`src/rtl/sha_pkg.sv`:
```
// SHA-256 package: round constants, initial hash values and a rotate-right helper.
// No dependencies.
`default_nettype none
package sha_pkg;
   typedef logic [31:0] word_type;

   localparam logic [31:0] PAD_WORD = 32'h8000_0000;

   function automatic word_type init_hash(input logic [2:0] i);
      word_type r;
      case (i)
         3'd0: r = 32'h6A09E667;
         3'd1: r = 32'hBB67AE85;
         3'd2: r = 32'h3C6EF372;
         3'd3: r = 32'hA54FF53A;
         3'd4: r = 32'h510E527F;
         3'd5: r = 32'h9B05688C;
         3'd6: r = 32'h1F83D9AB;
         default: r = 32'h5BE0CD19;
      endcase
      return r;
   endfunction

   function automatic word_type round_k(input logic [5:0] i);
      word_type r;
      case (i)
         6'd0: r = 32'h428A2F98; 6'd1: r = 32'h71374491; 6'd2: r = 32'hB5C0FBCF;
         6'd3: r = 32'hE9B5DBA5; 6'd4: r = 32'h3956C25B; 6'd5: r = 32'h59F111F1;
         6'd6: r = 32'h923F82A4; 6'd7: r = 32'hAB1C5ED5; 6'd8: r = 32'hD807AA98;
         6'd9: r = 32'h12835B01; 6'd10: r = 32'h243185BE; 6'd11: r = 32'h550C7DC3;
         6'd12: r = 32'h72BE5D74; 6'd13: r = 32'h80DEB1FE; 6'd14: r = 32'h9BDC06A7;
         6'd15: r = 32'hC19BF174; 6'd16: r = 32'hE49B69C1; 6'd17: r = 32'hEFBE4786;
         6'd18: r = 32'h0FC19DC6; 6'd19: r = 32'h240CA1CC; 6'd20: r = 32'h2DE92C6F;
         6'd21: r = 32'h4A7484AA; 6'd22: r = 32'h5CB0A9DC; 6'd23: r = 32'h76F988DA;
         6'd24: r = 32'h983E5152; 6'd25: r = 32'hA831C66D; 6'd26: r = 32'hB00327C8;
         6'd27: r = 32'hBF597FC7; 6'd28: r = 32'hC6E00BF3; 6'd29: r = 32'hD5A79147;
         6'd30: r = 32'h06CA6351; 6'd31: r = 32'h14292967; 6'd32: r = 32'h27B70A85;
         6'd33: r = 32'h2E1B2138; 6'd34: r = 32'h4D2C6DFC; 6'd35: r = 32'h53380D13;
         6'd36: r = 32'h650A7354; 6'd37: r = 32'h766A0ABB; 6'd38: r = 32'h81C2C92E;
         6'd39: r = 32'h92722C85; 6'd40: r = 32'hA2BFE8A1; 6'd41: r = 32'hA81A664B;
         6'd42: r = 32'hC24B8B70; 6'd43: r = 32'hC76C51A3; 6'd44: r = 32'hD192E819;
         6'd45: r = 32'hD6990624; 6'd46: r = 32'hF40E3585; 6'd47: r = 32'h106AA070;
         6'd48: r = 32'h19A4C116; 6'd49: r = 32'h1E376C08; 6'd50: r = 32'h2748774C;
         6'd51: r = 32'h34B0BCB5; 6'd52: r = 32'h391C0CB3; 6'd53: r = 32'h4ED8AA4A;
         6'd54: r = 32'h5B9CCA4F; 6'd55: r = 32'h682E6FF3; 6'd56: r = 32'h748F82EE;
         6'd57: r = 32'h78A5636F; 6'd58: r = 32'h84C87814; 6'd59: r = 32'h8CC70208;
         6'd60: r = 32'h90BEFFFA; 6'd61: r = 32'hA4506CEB; 6'd62: r = 32'hBEF9A3F7;
         default: r = 32'hC67178F2;
      endcase
      return r;
   endfunction

   function automatic word_type rotr(input word_type x, input int n);
      return (x >> n) | (x << (32 - n));
   endfunction
endpackage
`default_nettype wire

```
`src/rtl/sha256_digest.sv`:
```
// SHA-256 over a stream of 32-bit words; one shared round unit, one round per cycle.
// Depends on sha_pkg.
// A word is taken in ST_IDLE; a 16th word then runs 64 rounds in ST_ROUND and a fold in ST_FOLD.
// A last word leads to one or two padding compressions (ST_PAD, ST_ROUND, ST_FOLD), then eight
// digest beats. New words are taken only in ST_IDLE, not while a block is compressed or output.
// Reset (synchronous): hash to initial values, fill and length to zero, ready in idle.
`default_nettype none
module sha256_digest (
   input  wire logic        clock,
   input  wire logic        reset,
   input  wire logic        req_valid,
   output logic             req_ready,
   input  wire logic [31:0] req_data_word,
   input  wire logic [2:0]  req_byte_count,
   input  wire logic        req_last,
   output logic             rsp_valid,
   input  wire logic        rsp_ready,
   output logic [31:0]      rsp_digest_word,
   output logic [2:0]       rsp_word_index,
   output logic             rsp_digest_last
);
   import sha_pkg::*;

   typedef enum logic [4:0] {
      ST_IDLE  = 5'b00001,
      ST_ROUND = 5'b00010,
      ST_FOLD  = 5'b00100,
      ST_PAD   = 5'b01000,
      ST_OUT   = 5'b10000
   } state_type;

   state_type   state_ff, state_in;
   word_type    hash_ff [8];
   word_type    w_ff [16];
   word_type    v_ff [8];
   logic [3:0]  idx_ff;
   logic [63:0] len_ff;
   logic [5:0]  rnd_ff;
   logic [2:0]  oidx_ff;
   logic        fin_ff;    // padding still pending after this compression
   logic        mark_ff;   // pad marker still to be placed
   logic        full_ff;   // all 16 slots hold data, compress before going on
   logic        done_ff;   // length block running, digest follows

   logic [2:0]  nb;
   word_type    keep, lastw, t1, t2, e, a, s0w, s1w, wnew;

   assign req_ready       = (state_ff == ST_IDLE);
   assign rsp_valid       = (state_ff == ST_OUT);
   assign rsp_digest_word = hash_ff[oidx_ff];
   assign rsp_word_index  = oidx_ff;
   assign rsp_digest_last = (oidx_ff == 3'd7);

   assign nb = (req_byte_count > 3'd4) ? 3'd4 : req_byte_count;

   always_comb begin
      keep = (nb == 3'd0) ? 32'h0 : (32'hFFFF_FFFF << (6'd32 - {nb, 3'b000}));
      lastw = (nb == 3'd4) ? req_data_word :
              ((req_data_word & keep) | (PAD_WORD >> {nb, 3'b000}));
      e = v_ff[4];
      a = v_ff[0];
      t1 = v_ff[7] + (rotr(e, 6) ^ rotr(e, 11) ^ rotr(e, 25))
         + ((e & v_ff[5]) ^ (~e & v_ff[6])) + round_k(rnd_ff) + w_ff[0];
      t2 = (rotr(a, 2) ^ rotr(a, 13) ^ rotr(a, 22))
         + ((a & v_ff[1]) ^ (a & v_ff[2]) ^ (v_ff[1] & v_ff[2]));
      s0w = rotr(w_ff[1], 7) ^ rotr(w_ff[1], 18) ^ (w_ff[1] >> 3);
      s1w = rotr(w_ff[14], 17) ^ rotr(w_ff[14], 19) ^ (w_ff[14] >> 10);
      wnew = s1w + w_ff[9] + s0w + w_ff[0];
   end

   always_comb begin
      state_in = state_ff;
      unique case (state_ff)
         ST_IDLE: if (req_valid) begin
            if (req_last) state_in = ST_PAD;
            else if (idx_ff == 4'd15) state_in = ST_ROUND;
         end
         ST_PAD: if (full_ff || !mark_ff) state_in = ST_ROUND;
         ST_ROUND: if (rnd_ff == 6'd63) state_in = ST_FOLD;
         ST_FOLD: begin
            if (fin_ff) state_in = ST_PAD;
            else if (done_ff) state_in = ST_OUT;
            else state_in = ST_IDLE;
         end
         ST_OUT: if (rsp_ready && oidx_ff == 3'd7) state_in = ST_IDLE;
         default: state_in = ST_IDLE;
      endcase
   end

   always_ff @(posedge clock) begin
      if (reset) begin
         state_ff <= ST_IDLE;
         for (int i = 0; i < 8; i++) hash_ff[i] <= init_hash(3'(i));
         idx_ff <= '0; len_ff <= '0; rnd_ff <= '0; oidx_ff <= '0;
         fin_ff <= 1'b0; mark_ff <= 1'b0; full_ff <= 1'b0; done_ff <= 1'b0;
      end else begin
         state_ff <= state_in;
         unique case (state_ff)
            ST_IDLE: if (req_valid) begin
               len_ff <= len_ff + (req_last ? {58'd0, nb, 3'b000} : 64'd32);
               w_ff[idx_ff] <= req_last ? lastw : req_data_word;
               idx_ff <= idx_ff + 4'd1;
               if (req_last) begin
                  fin_ff <= 1'b1;
                  mark_ff <= (nb == 3'd4);
                  full_ff <= (idx_ff == 4'd15);
               end else if (idx_ff == 4'd15) begin
                  rnd_ff <= '0;
                  for (int i = 0; i < 8; i++) v_ff[i] <= hash_ff[i];
               end
            end
            ST_PAD: begin
               if (full_ff) begin
                  full_ff <= 1'b0;
               end else if (mark_ff) begin
                  w_ff[idx_ff] <= PAD_WORD;
                  mark_ff <= 1'b0;
                  idx_ff <= idx_ff + 4'd1;
                  full_ff <= (idx_ff == 4'd15);
               end else if (idx_ff == 4'd15) begin
                  // no room for the length: zero the tail and compress
                  w_ff[15] <= '0;
                  idx_ff <= '0;
               end else begin
                  for (int k = 0; k < 14; k++)
                     if (4'(k) >= idx_ff) w_ff[k] <= '0;
                  w_ff[14] <= len_ff[63:32];
                  w_ff[15] <= len_ff[31:0];
                  fin_ff <= 1'b0;
                  done_ff <= 1'b1;
               end
               if (full_ff || !mark_ff) begin
                  for (int i = 0; i < 8; i++) v_ff[i] <= hash_ff[i];
                  rnd_ff <= '0;
               end
            end
            ST_ROUND: begin
               for (int i = 0; i < 15; i++) w_ff[i] <= w_ff[i+1];
               w_ff[15] <= wnew;
               v_ff[7] <= v_ff[6]; v_ff[6] <= v_ff[5]; v_ff[5] <= v_ff[4];
               v_ff[4] <= v_ff[3] + t1;
               v_ff[3] <= v_ff[2]; v_ff[2] <= v_ff[1]; v_ff[1] <= v_ff[0];
               v_ff[0] <= t1 + t2;
               rnd_ff <= rnd_ff + 6'd1;
            end
            ST_FOLD: begin
               for (int i = 0; i < 8; i++) hash_ff[i] <= hash_ff[i] + v_ff[i];
               if (!fin_ff && done_ff) begin
                  done_ff <= 1'b0;
                  oidx_ff <= '0;
               end
            end
            ST_OUT: if (rsp_ready) begin
               oidx_ff <= oidx_ff + 3'd1;
               if (oidx_ff == 3'd7) begin
                  for (int i = 0; i < 8; i++) hash_ff[i] <= init_hash(3'(i));
                  idx_ff <= '0; len_ff <= '0;
               end
            end
            default: ;
         endcase
      end
   end
endmodule
`default_nettype wire
```
`config.mk`:
```
export PLATFORM = sky130hd
export DESIGN_NAME = sha256_digest
export DESIGN_NICKNAME = d
export VERILOG_FILES = /design/src/rtl/sha_pkg.sv /design/src/rtl/sha256_digest.sv
export SDC_FILE = /design/constraint.sdc
export NUM_CORES = 2
export LEC_CHECK = 0
export BUFFER_PORTS_ARGS = -buffer_cell sky130_fd_sc_hd__buf_4
export CAP_MARGIN = 20
export CELL_PAD_IN_SITES_DETAIL_PLACEMENT = 1
export CELL_PAD_IN_SITES_GLOBAL_PLACEMENT = 2
export CORE_MARGIN = 8
export CORE_UTILIZATION = 41
export DETAILED_ROUTE_END_ITERATION = 12
export PLACE_DENSITY = 0.79
export SYNTH_ARGS = -nofsm -noshare
export SYNTH_HDL_FRONTEND = slang
export SYNTH_SLANG_ARGS = --single-unit
export TNS_END_PERCENT = 50
```
`constraint.sdc`:
```
create_clock -name clock -period 12.98 [get_ports clock]
set_clock_uncertainty 0.2 [all_clocks]
set_input_delay 2.596 -clock clock [delete_from_list [all_inputs] [get_ports clock]]
set_output_delay 2.596 -clock clock [all_outputs]
set_load 0.1 [all_outputs]
```
# == Word-level counts from Yosys, hierarchy flattened ==
# Memory sizes are Yosys's and may differ from the RTL's. A register that Yosys moved wholly into a read port is not among the register bits.
# Index checks and enable logic that the tools add are counted.
# classes
n_reduce_logical,22
bitwise,79
eq_ne,24
n_shift,2
muxes,291
magnitude_cmp,15
addsub,23
# ops
op,n
$mux W32,94
$add A32 B32 Y32,18
$xor A32 B32 Y32,9
$and A32 B32 Y32,6
$mux W64,3
$mux W1,158
$pmux W64 S2,1
$add A64 B6 Y64,1
$or A1 B1 Y1,50
$mux W6,7
$mux W5,8
$not A32 Y32,1
$or A10 B32 Y32,1
$or A13 B32 Y32,1
$or A14 B32 Y32,1
$or A15 B32 Y32,1
$or A19 B32 Y32,1
$or A21 B32 Y32,1
$or A25 B32 Y32,1
$or A26 B32 Y32,1
$or A30 B32 Y32,1
$or A32 B32 Y32,1
$or A7 B32 Y32,1
$reduce_or A32 Y1,1
other kinds (42),88
# word_totals
input_bits,40
out_inout_bits,38
mem_count,4
reg_bits,86
mem_bits_rw,1024
mem_bits_ro,2048
word_cells,469
# memory_table
name,depth,word_bits,rd,rd_ports_with_merged_regs,write_ports,line_no,source
(no name shown),64,32,1,1,0,sha_pkg.sv:26,case (i)
w_ff,16,32,16,0,16,sha256_digest.sv:34,word_type w_ff [16];
hash_ff,8,32,9,1,8,sha256_digest.sv:33,word_type hash_ff [8];
v_ff,8,32,8,0,8,sha256_digest.sv:35,word_type v_ff [8];

# == Longest topological paths before layout ==
# logic_depth
word_depth,11
mapped_depth,36
ltp_nobuf,35

# == Least setup slack after synthesis ==
# Ideal clock, no wire load.
# synth_timing
path_kind,input-to-reg
startpoint,in reset
endpoint,mem v_ff[0][0] in the netlist's numbering (enable)
arrival_ns,11.181
slack_ns,0.852
path_stages,4
cell_sequence,clkbuf_1 > clkbuf_1 > clkbuf_1 > nor2_1
# synth_rtl
item,line_no,source
"start, declared",sha256_digest.sv:10,"input wire logic reset,"
"end, declared",sha256_digest.sv:35,

==> results.ini <==
[status]
status=completed

[drt]
drt_wl_total_um=309000
routedWlPerCell_um=29.1
dr.pass1.iters=8
ant_nets=0
viasPerCell=6.10
met2_length_um=142000
topRoutingLayerUsed=met5
met3_length_um=19100
first_iter_violations=5681
vias=64700
drc=0
drt-met1-wl_um=133000

[clock_tree]
cts-resized-gates=0
clkLatencyLatePin_ns=0.81
cts_hold_buf=0
clk_pin_slew_ns=0.06
cts_max_level=4
root_buffer=clkbuf_16
clockBufferDepth=3
clock_sinks=1142
cts_tree=yes
cts_inserted_buffers=139
post-cts-setup-buffers=0

[final_layout]
fin_nets=8747
fill_cells=20500
area_growth_pct=10.4
utilization=0.455
drive_gt1_frac=0.0775

[worst_setup_path]
worstPathArrival_ns=9.72
slowest_stage=o41ai_1
crit_required_ns=13.30
cp-end-kind=register
cp-start-kind=register
cpMostUsedCell=fa_1
crit_type=reg2reg
cpPeakStageDelay_ns=0.61
path_buf_inv=3
cp_top_family=compound AO/OA/AOI/OAI gates
cp_max_fo=6

[place]
numPortBuffers=77
gp_congestion=0.952
dp_hpwl_um=230000

[timing]
setup_viol=0
period_minus_slack_ns=9.40
tightest_slew_ns=1.19
finalSetupTns_ns=0
max_freq_mhz=106
drv_slew=0
finalCritPeriodShare=0.724
rsz0062_at_grt=false
report.final.hold_viol_count=0
maxSlewHeadroom=0.200

[die]
placeableCoreArea_um2=181000
die_w_um=442
ioPinCount=78
die_h_um=442
rows=156
die_area_um2=195000
initial_core_util=0.412

[hold_path]
hp-class=reg2reg

[logic_synthesis]
mappedNetlistArea_um2=74500
synthCells=8274
synth_cell_types=100
yosysSeqAreaShare=0.389
postSynth.asyncResetShare=0
synth_edf_count=608
synth-seq-cells=1142
yosysWarnings=0
synth.area.top_cells=edfxtp_1 (25%), dfxtp_1 (14%), nand2_1 (6.8%)
synth_top_area_share=0.245
syn_avg_cell_area_um2=9.00
yosysMostFrequentCell=nand2_1
synth-main-ff-cell=edfxtp_1
syn_nets=8914
synth_common_cells=nand2_1 (1351), nor2_1 (849), a21oi_1 (676)
yosysTopAreaCell=edfxtp_1

[global_routing]
grt_pass1_wl_um=450000
antenna_found_initial=25
grt_pass1_vias=65600
groute.usage.overall=0.304
grt_max_degree=193
grt-ovfl-total=0

[flow_run]
maxCapViolations=0

logic make-up after synthesis:
| logic type | synth area share |
|---|---|
| flops | 0.389 |
| xor+xnor | 0.0723 |
| fa+ha+maj | 0.121 |
| mux | 0.0306 |
| buf+inv | 0.0429 |
| compound gates | 0.183 |
| simple gates | 0.161 |
area by class of cell:
type | count | area (um2) | area share
clock buffer | 199 | 4030 | 0.0490
inverter | 326 | 1230 | 0.0150
tap | 2370 | 2970 | 0.0361
clock inverter | 54 | 749 | 0.00912
sequential | 1142 | 29000 | 0.352
timing repair buffer | 198 | 1600 | 0.0195
multi-input combinational | 6300 | 42600 | 0.519
antenna | 10 | 25.0 | 0.000305
layout by cell type (no fill, tap or decap), types with 18 or more instances in the layout:
cell type     n
a211oi_1     94
a21o_1      184
a21oi_1     673
a221oi_1    141
a22o_1       24
a22oi_1      37
a311oi_1     96
a31oi_1      64
and2_1       27
and3_1       53
buf_4       190
clkbuf_1     31
clkbuf_16   142
clkbuf_8     26
clkinv_2     18
dfxtp_1     531
edfxtp_1    608
fa_1        196
ha_1        404
inv_1       318
mux2_2       61
mux4_2       65
nand2_1    1349
nand2b_1     74
nand3_1     143
nand4_1      28
nor2_1      831
nor2b_1      41
nor3_1      125
o211ai_1     72
o21a_1       47
o21ai_0     400
o21ai_1      20
o21bai_1     53
o31ai_1      32
or3_1        42
xnor2_1     394
xor2_1      220
path summary, 6_finish.rpt:
path / start / to / slack (ns) / cells past startpoint
worst max-delay path: v_ff[1][26] / v_ff[0][30] / 3.58 / 33
worst min-delay path: w_ff[7][7] / w_ff[7][7] / 0.26 / 2
worst max register to register: v_ff[1][26] / v_ff[0][30] / 3.58 / 33
worst min register to register: w_ff[7][7] / w_ff[7][7] / 0.26 / 2
flip-flops by register name, summed over array words and instances (netlist names), 3 cells and up, named ones only:
| name | flops |
|---|---|
| state_ff | 5 |
| v_ff | 256 |
| idx_ff | 4 |
| w_ff | 512 |
| rnd_ff | 6 |
| rsp_word_index | 3 |
| len_ff | 61 |
| hash_ff | 256 |
layer usage:
| metal | GRT usage | up-vias |
|---|---|---|
| met5 | 0 | - |
| met4 | 0.129 | 6 |
| met3 | 0.0477 | 521 |
| met2 | 0.490 | 2129 |
| met1 | 0.405 | 33000 |
| li1 | - | 29000 |
worst min-delay path, stage by stage, from the launching register on:
cell     delay [ns]
dfxtp_1        0.31
nand2_1        0.05
a21oi_1        0.05
through the flow:
stage,std cells,hold slack [ns],cell area [um2],setup WS [ns]
after floorplan,8274,0.232,74500,0.852
after global placement,10300,0.241,77300,3.53
after detailed placement,10300,0.248,77300,3.52
after CTS,10600,0.257,82100,3.51
after global routing,10600,0.275,82200,3.15
final,10600,0.257,82200,3.58
Power is left out: the tool's default activity adds up to more than one toggle a clock period on the data nets, which glitch-free logic cannot reach.
